[src/rtl/gnc_pkg.sv]
// ============================================================================
// gnc_pkg
// Shared types, constants and a magnitude function for the gradient norm clipper.
// ============================================================================
package gnc_pkg;

    localparam int GRAD_COUNT = 4096;
    localparam int IDX_W      = 12;
    localparam int VAL_W      = 32;
    localparam int NORM_W     = 31;
    localparam int SUM_W      = 63;

    typedef enum logic [1:0] {
        CMD_WRITE = 2'd0,
        CMD_READ  = 2'd1,
        CMD_CLEAR = 2'd2,
        CMD_NOP   = 2'd3
    } cmd_t;

    // Magnitude of a signed Q8.24 value (the most negative code maps to 2^31).
    function automatic logic [VAL_W-1:0] mag_of(input logic [VAL_W-1:0] raw);
        logic [VAL_W-1:0] m;
        m = raw[VAL_W-1] ? (~raw + 32'd1) : raw;
        return m;
    endfunction

endpackage

[src/rtl/gnc_div.sv]
// ============================================================================
// gnc_div
// Restoring divider: floor(limit * 2^24 / norm), one quotient bit a cycle.
// ============================================================================
module gnc_div
    import gnc_pkg::*;
(
    input  logic              clk,
    input  logic              rst_n,
    input  logic              start,
    input  logic [NORM_W-1:0] num,
    input  logic [NORM_W-1:0] den,
    output logic              done,
    output logic [23:0]       quot
);

    // The quotient is below 2^24 since num < den, so 24 steps suffice.
    logic [NORM_W:0]   rem_reg;
    logic [23:0]       q_reg;
    logic [NORM_W-1:0] den_reg;
    logic [4:0]        cnt_reg;
    logic              busy_reg;
    logic [NORM_W+1:0] rem_sh;

    assign rem_sh = {rem_reg, 1'b0};

    always_ff @(posedge clk or negedge rst_n)
    begin
        if (!rst_n)
        begin
            busy_reg <= 1'b0;
            done     <= 1'b0;
            cnt_reg  <= '0;
        end
        else
        begin
            done <= 1'b0;
            if (start)
            begin
                busy_reg <= 1'b1;
                rem_reg  <= {1'b0, num};
                den_reg  <= den;
                q_reg    <= '0;
                cnt_reg  <= 5'd24;
            end
            else if (busy_reg)
            begin
                if (rem_sh >= {2'b00, den_reg})
                begin
                    rem_reg <= (NORM_W+1)'(rem_sh - {2'b00, den_reg});
                    q_reg   <= {q_reg[22:0], 1'b1};
                end
                else
                begin
                    rem_reg <= rem_sh[NORM_W:0];
                    q_reg   <= {q_reg[22:0], 1'b0};
                end
                cnt_reg <= cnt_reg - 5'd1;
                if (cnt_reg == 5'd1)
                begin
                    busy_reg <= 1'b0;
                    done     <= 1'b1;
                end
            end
        end
    end

    assign quot = q_reg;

endmodule

[config.mk]
export PLATFORM = sky130hd
export DESIGN_NAME = gnc_div
export DESIGN_NICKNAME = d
export VERILOG_FILES = /design/src/rtl/gnc_pkg.sv /design/src/rtl/gnc_div.sv
export SDC_FILE = /design/constraint.sdc
export NUM_CORES = 1
export LEC_CHECK = 0
export BUFFER_PORTS_ARGS = -buffer_cell sky130_fd_sc_hd__buf_2
export CORE_MARGIN = 2
export CORE_UTILIZATION = 55
export DETAILED_ROUTE_END_ITERATION = 8
export MAX_ROUTING_LAYER = met4
export PLACE_DENSITY = 0.78
export SYNTH_ARGS = -nofsm -noshare
export SYNTH_HDL_FRONTEND = slang
export SYNTH_SLANG_ARGS = --single-unit
[constraint.sdc]
create_clock -name clk -period 4.7 [get_ports clk]
set_input_delay 0.705 -clock clk [delete_from_list [all_inputs] [get_ports clk]]
set_output_delay 0.705 -clock clk [all_outputs]
set_load 0.1 [all_outputs]
==> results_dict.tcl <==
set metrics [dict create \
    multiInputGateArea_um2 2860 \
    die_area_um2 11600 \
    drt-pass1-iter-count 6 \
    viasPerCell 5.90 \
    worstRegToRegCells 9 \
    grt_pass1_wl_um 22300 \
    regArea_um2 2790 \
    cts.repair.resized 0 \
    drt.antenna.violating_nets 0 \
    criticalPathCategory "reg -> reg" \
    report.final.slew_viol_count 0 \
    total_power_w 0.00256 \
    numPortBuffers 89 \
    synth_area_leaders "edfxtp_1 (44%), ha_1 (7.0%), mux2i_1 (6.6%)" \
    syn-num-nets 674 \
    clkSinkCount 94 \
    period_needed_ns 3.52 \
    busiest_layer "met2" \
    cp-end-kind "flop" \
    ir_worst_vdd_mv 0.155 \
    critPathLaunchType "flop" \
    r2r_slack_ns 1.18 \
    worstSkewPairLatency_ns 0.39 \
    dp_hpwl_um 9810 \
    synth_seq_area_share 0.471 \
    rsz0062_at_grt "false" \
    grt_max_degree 46 \
    fp.dieH_um 108 \
    met1_usage 0.335 \
    cts_tree "built" \
    grt_antenna_before_repair 0 \
    synth_edf_count 87 \
    synth.lib_cells_used.distinct 58 \
    grt_overflow 0 \
    synthTopCellsByCount "edfxtp_1 (87), nor2_1 (50), inv_1 (47), o21ai_0 (44), nand2_1 (40)" \
    syn_area_um2 5920 \
    numCtsBuffers 9 \
    rows 37 \
    h-tree-depth 3 \
    drc 0 \
    root_buffer "clkbuf_8" \
    initial_utilization 0.570 \
    reg2reg_from "rem_reg[1]$_DFFE_PP_" \
    wl_per_cell_um 17.2 \
    fin_skew_ns 0.0178 \
    tns_ns 0 \
    cts.clk_slew.worst_paths_ns 0.11 \
    fmax_mhz 284 \
    status "finished clean" \
    fin_nets 757 \
    dieWidth_um 108 \
    drive_gt1_frac 0.192 \
    synth_top_area_share 0.442 \
    clk_path_buf_depth 2 \
    yosysTopAreaCell "edfxtp_1" \
    gp_congestion 0.941 \
    dr_total_vias 4717 \
    antenna_cells 0 \
    first_global_vias 4689 \
    slew_headroom 0.394 \
    ys_seq_elements 94 \
    arrival_ns 3.73 \
    core_area_um2 10400 \
    yosysMostFrequentCell "edfxtp_1" \
    post_synth.cell_area_avg_um2 10.3 \
    tightest_slew_ns 0.909 \
    syn2layout_area_growth_pct 13.4 \
    hp-class "in -> async" \
    hold_viol_final 0 \
    syn_inst 575 \
    power_density_nw_per_um2 382 \
    largest_register_ffs 32 \
    period_share 0.749 \
    ioPinCount 90 \
    ys_warn_count 0 \
    max_cap_viol_count 0 \
    required_ns 4.91 \
    synth_ff_type "edfxtp_1" \
    grt_usage 0.254 \
    post_cts_buffers 0 \
    finalSetupViolations 0 \
    crit_fanout 18 \
    use_met2 0.392 \
    r2r-end "rem_reg[31]$_SDFFCE_PP0P_" \
    async_flop_share 0.0745 \
    p_leak_nw 3.07 \
    cts_hold_buf 0 \
    met3_usage 0.0430 \
    drtIter0Drc 362 \
    totalWireLength_um 13700 \
    nFillCells 877 \
]
==> worst max-delay path: stages, from the launching register on <==
cell and delay [ns]:
edfxtp_1 0.42, ha_1 0.40, nand3_2 0.12, o21bai_4 0.21, a2111oi_4 0.38, o211ai_2 0.14
and2_4 0.17, o41a_1 0.65, or4_1 0.59, a311oi_1 0.26
==> worst max-delay path by stage <==
stage,startpoint,end,slack [ns],depth (start not counted)
after floorplan,rem_reg[2]$_DFFE_PP_,rem_reg[31]$_SDFFCE_PP0P_,1.72,10
after global placement,rem_reg[2]$_DFFE_PP_,rem_reg[31]$_SDFFCE_PP0P_,1.31,9
after detailed placement,rem_reg[3]$_DFFE_PP_,rem_reg[31]$_SDFFCE_PP0P_,1.16,9
after CTS,rem_reg[1]$_DFFE_PP_,rem_reg[31]$_SDFFCE_PP0P_,1.18,9
after global routing,rem_reg[19]$_DFFE_PP_,rem_reg[31]$_SDFFCE_PP0P_,1.0,9
final,rem_reg[1]$_DFFE_PP_,rem_reg[31]$_SDFFCE_PP0P_,1.18,9
==> where the power goes <==
group / internal [W] / switching, W
Combinational: 0.000340 / 0.000565
Sequential: 0.00102 / 0.0000479
Clock: 0.000259 / 0.000329
Total: 0.00162 / 0.000941
==> final cells by class <==
| class | instances | share of cell area |
|---|---|---|
| sequential | 94 | 0.416 |
| clock buffer | 9 | 0.0185 |
| inverter | 47 | 0.0263 |
| tap | 136 | 0.0254 |
| timing repair buffer | 97 | 0.0753 |
| multi-input combinational | 409 | 0.426 |
| clock inverter | 7 | 0.0127 |
==> cell families after synthesis <==
family | count (synthesis) | share of synthesized area
xor+xnor | 28 | 0.0415
flops | 94 | 0.471
compound gates | 152 | 0.173
fa+ha+maj | 34 | 0.0732
buf+inv | 72 | 0.0476
mux | 39 | 0.0660
simple gates | 156 | 0.127
==> cell usage in the layout, fill, tap and decap left out, types with 10 or more instances in the layout <==
cell type,instances
nand2_1,40
buf_2,89
a21o_1,15
inv_1,47
xor2_1,10
a21oi_1,36
mux2i_1,39
o21ai_0,44
edfxtp_1,87
nor2_1,50
nand3_1,10
xnor2_1,18
ha_1,33
==> layer usage <==
layer | vias up | routed length, um | share of wire
met5 | - | 0 | 0
met4 | 0 | 364 | 0.027
met3 | 41 | 847 | 0.062
met2 | 178 | 6240 | 0.45
met1 | 2212 | 6280 | 0.46
li1 | 2286 | - | -
==> stage by stage <==
stage          hold slack, ns  cells  setup WS, ns   util  cell area, um^2
2_1_floorplan           0.409    575          1.72      -             5920
3_3_place_gp            0.504    783          1.31  0.627             6500
3_5_place_dp            0.516    783          1.16  0.627             6500
4_1_cts                 0.327    799          1.18  0.647             6710
5_1_grt                 0.323    799          1.00  0.647             6710
6_report                0.327    799          1.18  0.647             6710
Power figures use the tool's default switching activity.
