<file path="config.mk">
export PLATFORM = sky130hd
export DESIGN_NAME = gnc_sqrt
export DESIGN_NICKNAME = d
export VERILOG_FILES = /design/src/rtl/gnc_pkg.sv /design/src/rtl/gnc_sqrt.sv
export SDC_FILE = /design/constraint.sdc
export NUM_CORES = 1
export LEC_CHECK = 0
export BUFFER_PORTS_ARGS = -buffer_cell sky130_fd_sc_hd__clkbuf_2
export CAP_MARGIN = 20
export CORE_MARGIN = 5
export CORE_UTILIZATION = 60
export CTS_CLUSTER_SIZE = 10
export DETAILED_ROUTE_END_ITERATION = 16
export HOLD_SLACK_MARGIN = 0.03
export PLACE_DENSITY_LB_ADDON = 0.08
export RECOVER_POWER = 100
export SLEW_MARGIN = 20
export SYNTH_ARGS = -nofsm -noshare
export SYNTH_HDL_FRONTEND = slang
export SYNTH_SLANG_ARGS = --single-unit
</file>
<file path="constraint.sdc">
create_clock -name clk -period 4.9 [get_ports clk]
set_input_delay 1.225 -clock clk [delete_from_list [all_inputs] [get_ports clk]]
set_output_delay 1.225 -clock clk [all_outputs]
set_load 0.005 [all_outputs]
</file>
<file path="src/rtl/gnc_pkg.sv">
// ============================================================================
// gnc_pkg
// Shared types, constants and a magnitude function for the gradient norm clipper.
// ============================================================================
package gnc_pkg;

    localparam int GRAD_COUNT = 4096;
    localparam int IDX_W      = 12;
    localparam int VAL_W      = 32;
    localparam int NORM_W     = 31;
    localparam int SUM_W      = 63;

    typedef enum logic [1:0] {
        CMD_WRITE = 2'd0,
        CMD_READ  = 2'd1,
        CMD_CLEAR = 2'd2,
        CMD_NOP   = 2'd3
    } cmd_t;

    // Magnitude of a signed Q8.24 value (the most negative code maps to 2^31).
    function automatic logic [VAL_W-1:0] mag_of(input logic [VAL_W-1:0] raw);
        logic [VAL_W-1:0] m;
        m = raw[VAL_W-1] ? (~raw + 32'd1) : raw;
        return m;
    endfunction

endpackage

</file>
<file path="src/rtl/gnc_sqrt.sv">
// ============================================================================
// gnc_sqrt
// Bit-serial integer square root of the 63-bit sum, one result bit a cycle.
// ============================================================================
module gnc_sqrt
    import gnc_pkg::*;
(
    input  logic              clk,
    input  logic              rst_n,
    input  logic              start,
    input  logic [SUM_W-1:0]  radicand,
    output logic              done,
    output logic [NORM_W-1:0] root
);

    logic [SUM_W:0]   rem_reg;
    logic [31:0]      res_reg;
    logic [SUM_W:0]   val_reg;
    logic [5:0]       cnt_reg;
    logic             busy_reg;
    logic [SUM_W:0]   trial;
    logic [SUM_W+1:0] rem_sh;

    // Shift in two radicand bits, try subtracting 4*res+1.
    // The remainder stays below 2^34, so its top bit is always zero.
    always_comb
    begin
        rem_sh = {rem_reg[SUM_W-1:0], val_reg[SUM_W:SUM_W-1]};
        trial  = {30'd0, res_reg, 2'b01};
    end

    always_ff @(posedge clk or negedge rst_n)
    begin
        if (!rst_n)
        begin
            busy_reg <= 1'b0;
            done     <= 1'b0;
            cnt_reg  <= '0;
        end
        else
        begin
            done <= 1'b0;
            if (start)
            begin
                busy_reg <= 1'b1;
                rem_reg  <= '0;
                res_reg  <= '0;
                val_reg  <= {1'b0, radicand};
                cnt_reg  <= 6'd32;
            end
            else if (busy_reg)
            begin
                val_reg <= {val_reg[SUM_W-2:0], 2'b00};
                if (rem_sh >= {1'b0, trial})
                begin
                    rem_reg <= rem_sh[SUM_W:0] - trial;
                    res_reg <= {res_reg[30:0], 1'b1};
                end
                else
                begin
                    rem_reg <= rem_sh[SUM_W:0];
                    res_reg <= {res_reg[30:0], 1'b0};
                end
                cnt_reg <= cnt_reg - 6'd1;
                if (cnt_reg == 6'd1)
                begin
                    busy_reg <= 1'b0;
                    done     <= 1'b1;
                end
            end
        end
    end

    // Saturate to the 31-bit norm range.
    assign root = res_reg[31] ? {NORM_W{1'b1}} : res_reg[NORM_W-1:0];

endmodule

</file>
==> impl_metrics.json <==
{
  "insertion_delay_ns": 0.44,
  "first_pass_iters": 5,
  "cts_inserted_buffers": 17,
  "routed_wirelength_um": 24200,
  "finalHoldViolations": 0,
  "period_share_pct": 86.6,
  "critPathLaunchType": "flop",
  "grt_pass1_vias": 7852,
  "synth-main-ff-cell": "edfxtp_1",
  "finalNonFillerCells": 1343,
  "hold_path_class": "reg -> reg",
  "num_vias": 8296,
  "final_max_slew_viol_count": 242,
  "skew_ns": 0.0112,
  "crit_buf_inv": 0,
  "coreArea_mm2": 0.0172,
  "num_antenna_cells": 0,
  "tightest_slew_ns": 2.61,
  "cap_violations": 4,
  "power.internal_mw": 3.13,
  "tritoncts": "done",
  "met2_length_um": 10800,
  "pin_count": 98,
  "violations": "capacitance limit, slew limit",
  "cp-end-kind": "flop",
  "setup_viol": 0,
  "cts.sinks": 167,
  "pwr-share-comb_pct": 31.0,
  "p_seq_share_pct": 41.0,
  "post-route-drc-count": 0,
  "pwr-share-clk_pct": 28.0,
  "path_clk_slew_ns": 0.07,
  "syn_area_per_cell_um2": 10.0,
  "cts_hold_buffers": 0,
  "grt_antenna_before_repair": 0,
  "post_cts_buffers": 0,
  "clock_path_buffers": 2,
  "wl_met3_um": 1500,
  "synth_warnings": 0,
  "maxUsedRoutingLayer": "met4",
  "netSwitchingPower_mw": 1.67,
  "cts-root-buf": "clkbuf_16",
  "switching_share_pct": 34.8,
  "path_max_fanout": 27,
  "hpwl_um": 16700,
  "synth_cell_types": 67,
  "gr-total-overflow": 0,
  "globalplace.congestion": 0.923,
  "nNetsFinal": 1207,
  "die_w_um": 142,
  "initial_utilization_pct": 60.8,
  "synth_area_mm2": 0.0105,
  "grt_pass1_wl_um": 39900,
  "design_area_mm2": 0.0116,
  "fmax_ghz": 0.236,
  "drt-wirelength-per-cell_um": 18.0,
  "worst_slack_ns": 0.658,
  "drive_above_1_share_pct": 12.4,
  "dpl_cell_area_mm2": 0.0111,
  "netlist_instances": 1047,
  "postCtsResizedCells": 0,
  "synthArstFlopShare_pct": 4.79,
  "place_ws_ns": 1.03,
  "die_h_um": 142,
  "tns_ns": 0,
  "cp_slowest_cell": "or2_1",
  "crit_type": "reg -> reg",
  "layout_common_cells": "edfxtp_1, nor2_1, nand2_1",
  "drt-met1-wl_um": 11500,
  "grtUsageTotal_pct": 24.3,
  "final_util_pct": 67.1,
  "syn_to_final_growth_pct": 10.4,
  "irDropWorstVdd_uv": 278,
  "port_buffers": 97,
  "cpLargestDelayFamily": "simple AND/OR/NAND/NOR gates",
  "cp.required_ns": 5.12,
  "placed_cells": 1311,
  "grt_max_degree": 98,
  "path_cells": "ha_1 -> nand4_1 -> nor4_1 -> nand3_1 -> o211ai_1 -> or2b_2 -> or2_1 -> o21ai_0 -> a311oi_1",
  "die_area_mm2": 0.0202,
  "detail-route-antenna-nets": 0,
  "arrival_ns": 4.47,
  "num_rows": 48,
  "slew_headroom_pct": -74.0,
  "synthesis.nets": 1149,
  "power_mw": 4.80,
  "ys_seq_area_share_pct": 47.5,
  "rsz0062_at_grt": "no",
  "ys_seq_elements": 167,
  "cts_max_level": 4,
  "vias_per_cell": 6.18,
  "max_stage_delay_ns": 0.80,
  "synth_edf_count": 159,
  "power_leakage_nw": 4.68,
  "final_common_cell": "edfxtp_1",
  "largest_reg_flops": 64,
  "period_needed_ns": 4.24,
  "power.density_cell_area_mw_per_mm2": 415,
  "drt_iter0_drc": 597,
  "status": "finished, violations left",
  "whs_ns": 0.528
}
synthesized netlist by cell type (3+ instances only):
library cell	number	area (um2)
dfrtp_1	8	200
and2_1	5	31.3
or2_2	4	25.0
nor4_1	11	68.8
xnor2_1	48	420
nor4_2	3	37.5
a21boi_0	3	22.5
a211oi_1	33	248
o31ai_1	3	22.5
ha_1	36	450
or4_1	6	45.0
buf_1	4	15.0
a22o_1	62	543
nand3_1	8	40.0
a32oi_1	5	43.8
edfxtp_1	159	4770
xor2_1	16	140
and3_1	7	43.8
nand4_1	11	68.8
a311oi_1	26	228
or3_1	19	119
a211o_1	3	26.3
nand2b_1	8	50.1
a21oi_1	42	210
nand2_1	118	443
o21bai_1	7	52.6
o21ai_0	29	145
clkbuf_1	57	214
nor3_1	27	135
mux2i_1	32	320
a21o_1	10	75.1
nor2b_1	7	43.8
a31oi_1	7	43.8
inv_1	43	161
buf_2	7	35.0
o211ai_1	3	22.5
nor2_1	125	469
o21a_1	10	75.1
worst reg2reg max path, stage by stage, from the launching register on:
cell and delay [ns]:
edfxtp_1 0.43, ha_1 0.48, nand4_1 0.22, nor4_1 0.74, nand3_1 0.23, o211ai_1 0.36, or2b_2 0.22, or2_1 0.80
o21ai_0 0.25, a311oi_1 0.31
area by class of cell:
type / count / area, um2
inverter: 43 / 161
tap: 225 / 282
multi-input combinational: 767 / 5000
clock inverter: 15 / 175
clock buffer: 17 / 425
fill: 1379 / 5670
timing repair buffer: 109 / 537
sequential: 167 / 4980
routing by layer:
metal | up-vias | GRT usage (%)
met3 | 43 | 4.97
met2 | 283 | 36.4
li1 | 4035 | -
met5 | - | 0
met1 | 3935 | 35.9
met4 | 0 | 7.63
path summary, 6_finish.rpt:
kind | slack [ns] | end | cells after the start | startpoint
worst max register to register | 0.66 | rem_reg[23] | 9 | rem_reg[13]
max in group asynchronous | 0.79 | busy_reg | 2 | rst_n
worst max-delay path | 0.66 | rem_reg[23] | 9 | rem_reg[13]
worst min-delay path | 0.53 | cnt_reg[5] | 2 | cnt_reg[5]
min in group asynchronous | 3.09 | cnt_reg[1] | 2 | rst_n
worst min register to register | 0.53 | cnt_reg[5] | 2 | cnt_reg[5]
cells by family after synthesis:
kind of cell    count (synthesis)  synth area share [%]
compound gates                260                  18.4
xor+xnor                       64                  5.35
fa+ha+maj                      36                  4.30
buf+inv                       113                  4.24
flops                         167                  47.5
mux                            32                  3.06
simple gates                  375                  17.2
power by group through the flow:
| stage | Combinational, mW | Clock (mW) | Sequential [mW] |
|---|---|---|---|
| 3_3_place_gp | 1.46 | 0 | 1.99 |
| 4_1_cts | 1.49 | 1.37 | 1.96 |
| 6_report | 1.49 | 1.34 | 1.97 |
| 2_1_floorplan | 1.16 | 0 | 1.94 |
| 5_1_grt | 1.66 | 1.43 | 1.99 |
| 3_5_place_dp | 1.48 | 0 | 1.99 |
No activity file was read; power rests on OpenSTA's default activity.
